<file path="config.mk">
export PLATFORM = sky130hd
export DESIGN_NAME = double_ended_queue
export DESIGN_NICKNAME = d
export VERILOG_FILES = /design/src/hw/rtl/deq_pkg.sv /design/src/hw/rtl/deq_ctrl.sv /design/src/hw/rtl/deq_datapath.sv /design/src/hw/rtl/double_ended_queue.sv
export VERILOG_INCLUDE_DIRS = /design/src /design/src/hw/rtl
export SDC_FILE = /design/constraint.sdc
export NUM_CORES = 1
export LEC_CHECK = 0
export BUFFER_PORTS_ARGS = -buffer_cell sky130_fd_sc_hd__buf_4
export CELL_PAD_IN_SITES_DETAIL_PLACEMENT = 0
export CELL_PAD_IN_SITES_GLOBAL_PLACEMENT = 1
export CORE_UTILIZATION = 49
export DETAILED_ROUTE_END_ITERATION = 7
export PLACE_DENSITY = 0.84
export SLEW_MARGIN = 10
export SYNTH_ARGS = -nofsm -noshare
export SYNTH_HDL_FRONTEND = slang
export SYNTH_SLANG_ARGS = --single-unit
</file>
<file path="constraint.sdc">
create_clock -name clock -period 5.1 [get_ports clock]
set_input_delay 0.51 -clock clock [delete_from_list [all_inputs] [get_ports clock]]
set_output_delay 0.51 -clock clock [all_outputs]
set_load 0.1 [all_outputs]
</file>
<file path="src/hw/rtl/double_ended_queue_macros.svh">
// ----------------------------------------------------------------------------
// double_ended_queue_macros
// assertion macros for the deque datapath; empty bodies for synthesis
// ----------------------------------------------------------------------------
`ifndef DOUBLE_ENDED_QUEUE_MACROS_SVH
`define DOUBLE_ENDED_QUEUE_MACROS_SVH

`ifndef SYNTHESIS

// property must hold at every clock edge outside reset
`define DEQ_ASSERT(lbl, clk, rst, prop) \
   lbl: assert property (@(posedge clk) disable iff (rst) (prop)) \
      else $error("deque assertion failed");

// condition must never be seen outside reset
`define DEQ_ASSERT_NEVER(lbl, clk, rst, cond) \
   lbl: assert property (@(posedge clk) disable iff (rst) !(cond)) \
      else $error("deque forbidden condition seen");

`else

`define DEQ_ASSERT(lbl, clk, rst, prop)
`define DEQ_ASSERT_NEVER(lbl, clk, rst, cond)

`endif

`endif

</file>
<file path="src/hw/rtl/deq_pkg.sv">
// ----------------------------------------------------------------------------
// deq_pkg
// shared types, codes and constants of the double-ended queue
// ----------------------------------------------------------------------------
package deq_pkg;

   // default ring capacity
   localparam int DEFAULT_CAPACITY = 16;

   // fixed field widths
   localparam int VALUE_W  = 32;
   localparam int OPCODE_W = 2;
   localparam int STATUS_W = 2;
   localparam int OCC_W    = 5;

   // request operations
   typedef enum logic [OPCODE_W-1:0] {
      OP_PUSH_BACK  = 2'd0,
      OP_POP_BACK   = 2'd1,
      OP_PUSH_FRONT = 2'd2,
      OP_POP_FRONT  = 2'd3
   } opcode_type;

   // response status codes
   typedef enum logic [STATUS_W-1:0] {
      ST_OK    = 2'd0,
      ST_EMPTY = 2'd1,
      ST_FULL  = 2'd2
   } status_type;

   // controller states
   typedef enum logic [1:0] {
      S_IDLE,
      S_EXEC,
      S_LOAD
   } state_type;

   // controller to datapath commands
   typedef struct packed {
      logic latch_req;
      logic exec;
      logic load_rsp;
   } cmd_type;

   // datapath to controller status
   typedef struct packed {
      logic out_free;
   } stat_type;

endpackage

</file>
<file path="src/hw/rtl/deq_ctrl.sv">
// ----------------------------------------------------------------------------
// deq_ctrl
// sequencer: accept a transaction, execute it, hand the result to the
// output register
// ----------------------------------------------------------------------------
module deq_ctrl
   import deq_pkg::*;
(
   input  logic     clock,
   input  logic     reset,
   input  logic     req_valid,
   output logic     req_ready,
   input  stat_type stat,
   output cmd_type  cmd
);

   state_type state_ff;
   state_type state_in;

   // state register
   always_ff @(posedge clock) begin
      if (reset) begin
         state_ff <= S_IDLE;
      end else begin
         state_ff <= state_in;
      end
   end

   // next state and commands
   always_comb begin
      state_in      = state_ff;
      req_ready     = 1'b0;
      cmd.latch_req = 1'b0;
      cmd.exec      = 1'b0;
      cmd.load_rsp  = 1'b0;
      case (state_ff)
         S_IDLE: begin
            req_ready = 1'b1;
            if (req_valid) begin
               cmd.latch_req = 1'b1;
               state_in      = S_EXEC;
            end
         end
         S_EXEC: begin
            cmd.exec = 1'b1;
            state_in = S_LOAD;
         end
         S_LOAD: begin
            if (stat.out_free) begin
               cmd.load_rsp = 1'b1;
               state_in     = S_IDLE;
            end
         end
         default: begin
            state_in = S_IDLE;
         end
      endcase
   end

endmodule

</file>
<file path="src/hw/rtl/deq_datapath.sv">
// ----------------------------------------------------------------------------
// deq_datapath
// ring store, head pointer, entry count and response register
// ----------------------------------------------------------------------------
`include "double_ended_queue_macros.svh"

module deq_datapath
   import deq_pkg::*;
#(
   parameter int CAPACITY = DEFAULT_CAPACITY
) (
   input  logic                       clock,
   input  logic                       reset,
   input  cmd_type                    cmd,
   output stat_type                   stat,
   input  logic [OPCODE_W-1:0]        req_opcode,
   input  logic signed [VALUE_W-1:0]  req_push_value,
   output logic                       rsp_valid,
   input  logic                       rsp_ready,
   output logic signed [VALUE_W-1:0]  rsp_popped_value,
   output logic [STATUS_W-1:0]        rsp_status,
   output logic [OCC_W-1:0]           rsp_occupancy
);

   localparam int IDX_W = (CAPACITY > 1) ? $clog2(CAPACITY) : 1;
   localparam int CNT_W = $clog2(CAPACITY + 1);
   localparam int SUM_W = IDX_W + 1;
   localparam logic [SUM_W-1:0] CAP_S   = SUM_W'(CAPACITY);
   localparam logic [CNT_W-1:0] CAP_C   = CNT_W'(CAPACITY);
   localparam logic [IDX_W-1:0] LAST_IX = IDX_W'(CAPACITY - 1);

   // ring store
   logic [VALUE_W-1:0] mem [CAPACITY];
   logic [VALUE_W-1:0] rdata_ff;

   // latched request
   opcode_type         op_ff;
   logic [VALUE_W-1:0] value_ff;

   // queue state
   logic [IDX_W-1:0]   head_ff, head_in;
   logic [CNT_W-1:0]   count_ff, count_in;

   // execute results
   status_type         status_ff;
   logic               pop_ok_ff;

   // response register
   logic                      rsp_valid_ff;
   logic signed [VALUE_W-1:0] rsp_popped_ff;
   status_type                rsp_status_ff;
   logic [OCC_W-1:0]          rsp_occ_ff;

   logic               is_push;
   logic               ok;
   logic [SUM_W-1:0]   cnt_s;
   logic [SUM_W-1:0]   offset;
   logic [SUM_W-1:0]   back_sum;
   logic [SUM_W-1:0]   back_wrap;
   logic [IDX_W-1:0]   head_dec;
   logic [IDX_W-1:0]   head_inc;
   logic [IDX_W-1:0]   slot;
   status_type         status_now;

   // request latch
   always_ff @(posedge clock) begin
      if (cmd.latch_req) begin
         op_ff    <= opcode_type'(req_opcode);
         value_ff <= req_push_value;
      end
   end

   // operation decode, full and empty checks
   always_comb begin
      is_push = (op_ff == OP_PUSH_BACK) || (op_ff == OP_PUSH_FRONT);
      if (is_push) begin
         ok         = (count_ff != CAP_C);
         status_now = ok ? ST_OK : ST_FULL;
      end else begin
         ok         = (count_ff != '0);
         status_now = ok ? ST_OK : ST_EMPTY;
      end
   end

   // slot address: back slot is head plus count (less one for a pop), wrapped once
   always_comb begin
      cnt_s     = SUM_W'(count_ff);
      offset    = is_push ? cnt_s : (cnt_s - SUM_W'(1));
      back_sum  = {1'b0, head_ff} + offset;
      back_wrap = (back_sum >= CAP_S) ? (back_sum - CAP_S) : back_sum;
      head_dec  = (head_ff == '0) ? LAST_IX : (head_ff - IDX_W'(1));
      head_inc  = (head_ff == LAST_IX) ? '0 : (head_ff + IDX_W'(1));
      case (op_ff)
         OP_PUSH_BACK:  slot = back_wrap[IDX_W-1:0];
         OP_POP_BACK:   slot = back_wrap[IDX_W-1:0];
         OP_PUSH_FRONT: slot = head_dec;
         OP_POP_FRONT:  slot = head_ff;
         default:       slot = head_ff;
      endcase
   end

   // head and count update
   always_comb begin
      head_in  = head_ff;
      count_in = count_ff;
      if (cmd.exec && ok) begin
         case (op_ff)
            OP_PUSH_BACK:  count_in = count_ff + CNT_W'(1);
            OP_POP_BACK:   count_in = count_ff - CNT_W'(1);
            OP_PUSH_FRONT: begin
               head_in  = head_dec;
               count_in = count_ff + CNT_W'(1);
            end
            OP_POP_FRONT: begin
               head_in  = head_inc;
               count_in = count_ff - CNT_W'(1);
            end
            default: begin
               head_in  = head_ff;
               count_in = count_ff;
            end
         endcase
      end
   end

   always_ff @(posedge clock) begin
      if (reset) begin
         head_ff  <= '0;
         count_ff <= '0;
      end else begin
         head_ff  <= head_in;
         count_ff <= count_in;
      end
   end

   // store write and registered read
   always_ff @(posedge clock) begin
      if (cmd.exec && ok && is_push) begin
         mem[slot] <= value_ff;
      end
      if (cmd.exec && !is_push) begin
         rdata_ff <= mem[slot];
      end
   end

   // execute outcome
   always_ff @(posedge clock) begin
      if (cmd.exec) begin
         status_ff <= status_now;
         pop_ok_ff <= ok && !is_push;
      end
   end

   // response payload
   always_ff @(posedge clock) begin
      if (cmd.load_rsp) begin
         rsp_popped_ff <= pop_ok_ff ? signed'(rdata_ff) : '0;
         rsp_status_ff <= status_ff;
         rsp_occ_ff    <= OCC_W'(count_ff);
      end
   end

   // response valid
   always_ff @(posedge clock) begin
      if (reset) begin
         rsp_valid_ff <= 1'b0;
      end else if (cmd.load_rsp) begin
         rsp_valid_ff <= 1'b1;
      end else if (rsp_ready) begin
         rsp_valid_ff <= 1'b0;
      end
   end

   assign stat.out_free     = !rsp_valid_ff || rsp_ready;
   assign rsp_valid         = rsp_valid_ff;
   assign rsp_popped_value  = rsp_popped_ff;
   assign rsp_status        = rsp_status_ff;
   assign rsp_occupancy     = rsp_occ_ff;

   // checks
   `DEQ_ASSERT_NEVER(a_count_range, clock, reset, count_ff > CAP_C)
   `DEQ_ASSERT_NEVER(a_head_range, clock, reset, {1'b0, head_ff} >= CAP_S)
   `DEQ_ASSERT(a_push_grows, clock, reset, (cmd.exec && ok && is_push) |=> (count_ff == $past(count_ff) + CNT_W'(1)))
   `DEQ_ASSERT(a_fail_holds, clock, reset, (cmd.exec && !ok) |=> ($stable(count_ff) && $stable(head_ff)))
   `DEQ_ASSERT_NEVER(a_load_while_busy, clock, reset, cmd.load_rsp && rsp_valid_ff && !rsp_ready)

endmodule

</file>
<file path="src/hw/rtl/double_ended_queue.sv">
// ----------------------------------------------------------------------------
// double_ended_queue
// double-ended queue of signed 32-bit words in a ring store with push and
// pop at both ends
// ----------------------------------------------------------------------------
//  channel  ports                                  direction
//  req      req_valid/ready, opcode, push_value    in
//  rsp      rsp_valid/ready, popped_value, status, out
//           occupancy
//
//  each transaction steps through latch, execute (store write or read
//  address) and load into the response register
//  a new request is taken while the previous response still waits
//  a stalled response holds the sequencer in its load step
//  reset clears head pointer, count and response valid; no store clearing
// ----------------------------------------------------------------------------
module double_ended_queue
   import deq_pkg::*;
#(
   parameter int CAPACITY = DEFAULT_CAPACITY
) (
   input  logic                       clock,
   input  logic                       reset,
   input  logic                       req_valid,
   output logic                       req_ready,
   input  logic [OPCODE_W-1:0]        req_opcode,
   input  logic signed [VALUE_W-1:0]  req_push_value,
   output logic                       rsp_valid,
   input  logic                       rsp_ready,
   output logic signed [VALUE_W-1:0]  rsp_popped_value,
   output logic [STATUS_W-1:0]        rsp_status,
   output logic [OCC_W-1:0]           rsp_occupancy
);

   cmd_type  cmd;
   stat_type stat;

   // sequencer
   deq_ctrl u_ctrl (
      .clock     (clock),
      .reset     (reset),
      .req_valid (req_valid),
      .req_ready (req_ready),
      .stat      (stat),
      .cmd       (cmd)
   );

   // ring store and pointers
   deq_datapath #(
      .CAPACITY (CAPACITY)
   ) u_datapath (
      .clock            (clock),
      .reset            (reset),
      .cmd              (cmd),
      .stat             (stat),
      .req_opcode       (req_opcode),
      .req_push_value   (req_push_value),
      .rsp_valid        (rsp_valid),
      .rsp_ready        (rsp_ready),
      .rsp_popped_value (rsp_popped_value),
      .rsp_status       (rsp_status),
      .rsp_occupancy    (rsp_occupancy)
   );

endmodule

</file>
==> summary.txt <==
Clocking
  • Clock Sinks: 632
  • TritonCTS Buffers: 66
  • Clock buffer depth: 3
  • Post_cts resized: 0
  • Post-CTS setup buffer count: 0
  • Reg clk slew, reported paths: 0.06 ns
  • Htree depth: 3
  • Cts hold-fix bufs: 0
  • CTS tree: yes
  • Worst skew pair latency: 0.60 ns
  • Root Driver: clkbuf_16

Place
  • Placer congestion estimate: 0.754
  • Detailed placement HPWL: 32.4 mm
  • Pre-CTS WS: 1.02 ns
  • Placed Area: 27,600 sq um
  • Port buffer count: 78

Power
  • Reported leakage power: 9.66 nW
  • Switching share of total power: 24.3%
  • Internal: 9.25 mW
  • Comb pwr share: 12.2%
  • Reg power frac: 48.5%
  • Peak VDD IR: 0.000250 V
  • Clk pwr share: around two fifths
  • Power per standard cell area: 410 nW/um^2
  • Net Switching: 2.97 mW

Global route
  • Total track usage: between 20 and 25%
  • Vias in the first global route: about 15,000
  • Largest net degree at the start of global routing: 129
  • Initial antenna violation count: 0
  • Grt total ovfl: 0
  • First-pass GRT wire length: 91.8 mm

Worst setup path
  • Crit end category: flop
  • Critical path, cell by cell: inv_1 > ha_1 > a21oi_1 > inv_1 > fa_4 > nor2_1 > nor2_1 > nand3_1 > nor3_2 > buf_4
  • R2R setup slack: a little under 1 ns
  • CP max FO: 19
  • WP data required: 5.34 ns
  • Crit-path slowest cell: fa_4
  • Slowest stage delay, CP: 0.79 ns
  • Critical path class: reg2reg
  • CP Launch Type: flop
  • Arr. time, crit path: 4.37 ns

Cells and area
  • Most frequent cells in the layout: edfxtp_1 (620), mux2i_1 (129), a22oi_1 (128), o2111ai_1 (128), buf_4 (120)
  • Sequential Area: 18,900 sq um
  • Commonest non-fill, non-tap cell in the layout: edfxtp_1
  • Design Area, Final: 29,800 sq um
  • Area of the multi-input gates: approximately 6700 sq um
  • Layout cells sized above 1: 20.0%
  • Area Growth Syn to Fin: 14.2%
  • Final Net Count: 1,628
  • Fillers: between 3,000 and 4,000

Logic synthesis
  • Area of the mapped netlist: 26,100 sq um
  • Post-synth EDFFs: 620
  • Ys async rst share: 0%
  • Synthesized Nets: about 1,600
  • Post-Synthesis Cells: 1,505
  • Ys flop type: edfxtp_1
  • Register area share after synthesis: about 72%
  • #FFs+latches synth: around 630
  • Syn. warnings: 0
  • Synth cell types: 46
  • Syn avg cell area: 17.3 sq um

Route
  • Vias per inst: approximately 6.5
  • Routed wire length: 60.9 mm
  • Pre-antenna DRT Iters: 6
  • 1st-iter DRT viols: 1,675
  • Routed via count: roughly 15,000
  • DR WL/cell: 26.3 um
  • DRC violations left: 0
  • Antenna Violating Nets Remaining: 0

Timing
  • Hold_ws: 0.0873 ns
  • RSZ-0062 raised after global routing: no
  • Max_slew headroom: 33.2%
  • Final period util: 80.9%
  • Fin Clk Skew: approximately 0.023 ns
  • Min Clock Period, post-route: 4.13 ns
  • Max-slew violations: 0
  • TNS Setup: 0 ns
  • Post-route setup slack: slightly below 1 ns
  • Max Clk Rate: roughly 240 MHz
  • Final setup violation count: 0
  • Final hold viol count: 0
  • Measured slew at the worst slew-check pin: 1.00 ns

Min path
  • Hold Crit Class: in2reg

Floorplan
  • Row Count: 84
  • Initial core utilization: 49.7%
  • Die Area: about 54,000 sq um
  • # IOs: 79
  • Die Y: 233 um
  • Die outline width: 233 um
  • CORE AREA: 52,600 sq um

Flow run
  • Max-cap violations: 0

Status
  • Status: complete, no violations
## worst max-delay path: cells and delay by family (launching register included)
| kind | cells | cell delay (ns) |
|---|---|---|
| AND/OR/NAND/NOR | 4 | 1.29 |
| adder cells (fa/ha/maj) | 2 | 1.13 |
| buffers and inverters | 3 | 0.68 |
| flip-flops | 1 | 0.46 |
| AO/OA/AOI/OAI | 1 | 0.18 |
## cell usage after synthesis, types with 2 or more instances
library cell | count | area share, %
edfxtp_1 | 620 | 71
mux2i_1 | 129 | 4.9
a22oi_1 | 128 | 3.7
o2111ai_1 | 128 | 4.3
nand2_1 | 73 | 1.0
mux4_2 | 64 | 5.5
clkbuf_1 | 61 | 0.88
and2_1 | 35 | 0.84
buf_2 | 35 | 0.67
a31oi_1 | 34 | 0.81
a41oi_1 | 32 | 1.1
nor2_1 | 32 | 0.46
buf_4 | 15 | 0.43
dfxtp_1 | 12 | 0.92
buf_6 | 10 | 0.43
ha_1 | 10 | 0.48
a21oi_1 | 9 | 0.17
inv_1 | 9 | 0.13
o21ai_0 | 8 | 0.15
nor3_1 | 7 | 0.13
xor2_1 | 6 | 0.20
nand2b_1 | 5 | 0.12
xnor2_1 | 5 | 0.17
buf_1 | 4 | 0.058
nand3_1 | 4 | 0.077
nor2b_1 | 4 | 0.096
a211oi_1 | 2 | 0.058
a21o_1 | 2 | 0.058
and4_1 | 2 | 0.067
o211ai_1 | 2 | 0.058
o21a_1 | 2 | 0.058
o41ai_1 | 2 | 0.067
## cells by family after synthesis
group	Yosys count	share of synthesized area (%)
flip-flops	632	72.2
multiplexers	193	10.5
AO/OA/AOI/OAI	354	10.7
XOR/XNOR	11	0.369
AND/OR/NAND/NOR	168	3.08
buffers and inverters	136	2.63
adder cells (fa/ha/maj)	11	0.556
## worst paths after layout
kind                      startpoint                  endpoint  depth (start not counted)
min               req_push_value[21]   u_datapath.value_ff[21]                          1
max reg2reg      u_datapath.cnt_s[0]     u_datapath.mem[5][17]                         10
min reg2reg  u_datapath.status_ff[0]  u_datapath.rsp_status[0]                          0
max              u_datapath.cnt_s[0]     u_datapath.mem[5][17]                         10
## final cells by class
cell class	instances	area share, %
Tap cell	688	2.89
Clock buffer	78	5.91
Multi-Input combinational cell	737	22.6
Timing Repair Buffer	132	3.83
Sequential cell	632	63.3
Clock inverter	39	1.33
Antenna cell	1	0.00840
Inverter	10	0.126
## power by group through the flow
stage                     registers (mW)  clock network, mW  logic (mW)
after global routing                5.93               5.06        1.60
after global placement              6.02                  0        1.47
final                               5.92               4.80        1.50
after CTS                           5.92               4.87        1.50
after detailed placement            6.03                  0        1.50
after floorplan                     6.04                  0        1.07
## stage by stage
stage	util [%]	instances	power, mW
global placement	52.6	2199	7.50
detailed placement	52.6	2199	7.53
finish	56.7	2317	12.2
floorplan	-	1505	7.11
global route	56.7	2316	12.6
CTS	56.7	2316	12.3
## sequential cells by signal (all words and copies together), names as in the netlist
signal and cells:
u_datapath.value_ff 32, u_datapath.mem 512, u_datapath.rsp_status 2, u_datapath.rdata_ff 32
u_datapath.cnt_s 5, u_datapath.pop_ok_ff 1, u_datapath.rsp_occupancy 5, u_datapath.rsp_popped_value 32
u_datapath.head_ff 4, u_datapath.status_ff 2, u_datapath.op_ff 2, u_ctrl.state_ff 2
u_datapath.rsp_valid 1
## per-layer routing
| layer | GRT usage [%] | wire, um |
|---|---|---|
| met5 | 0 | 0 |
| met3 | 4.12 | 4650 |
| met2 | 36.3 | 29600 |
| met1 | 31.7 | 25300 |
| met4 | 7.76 | 1300 |
Note: power is estimated with default switching activity, not from simulation.
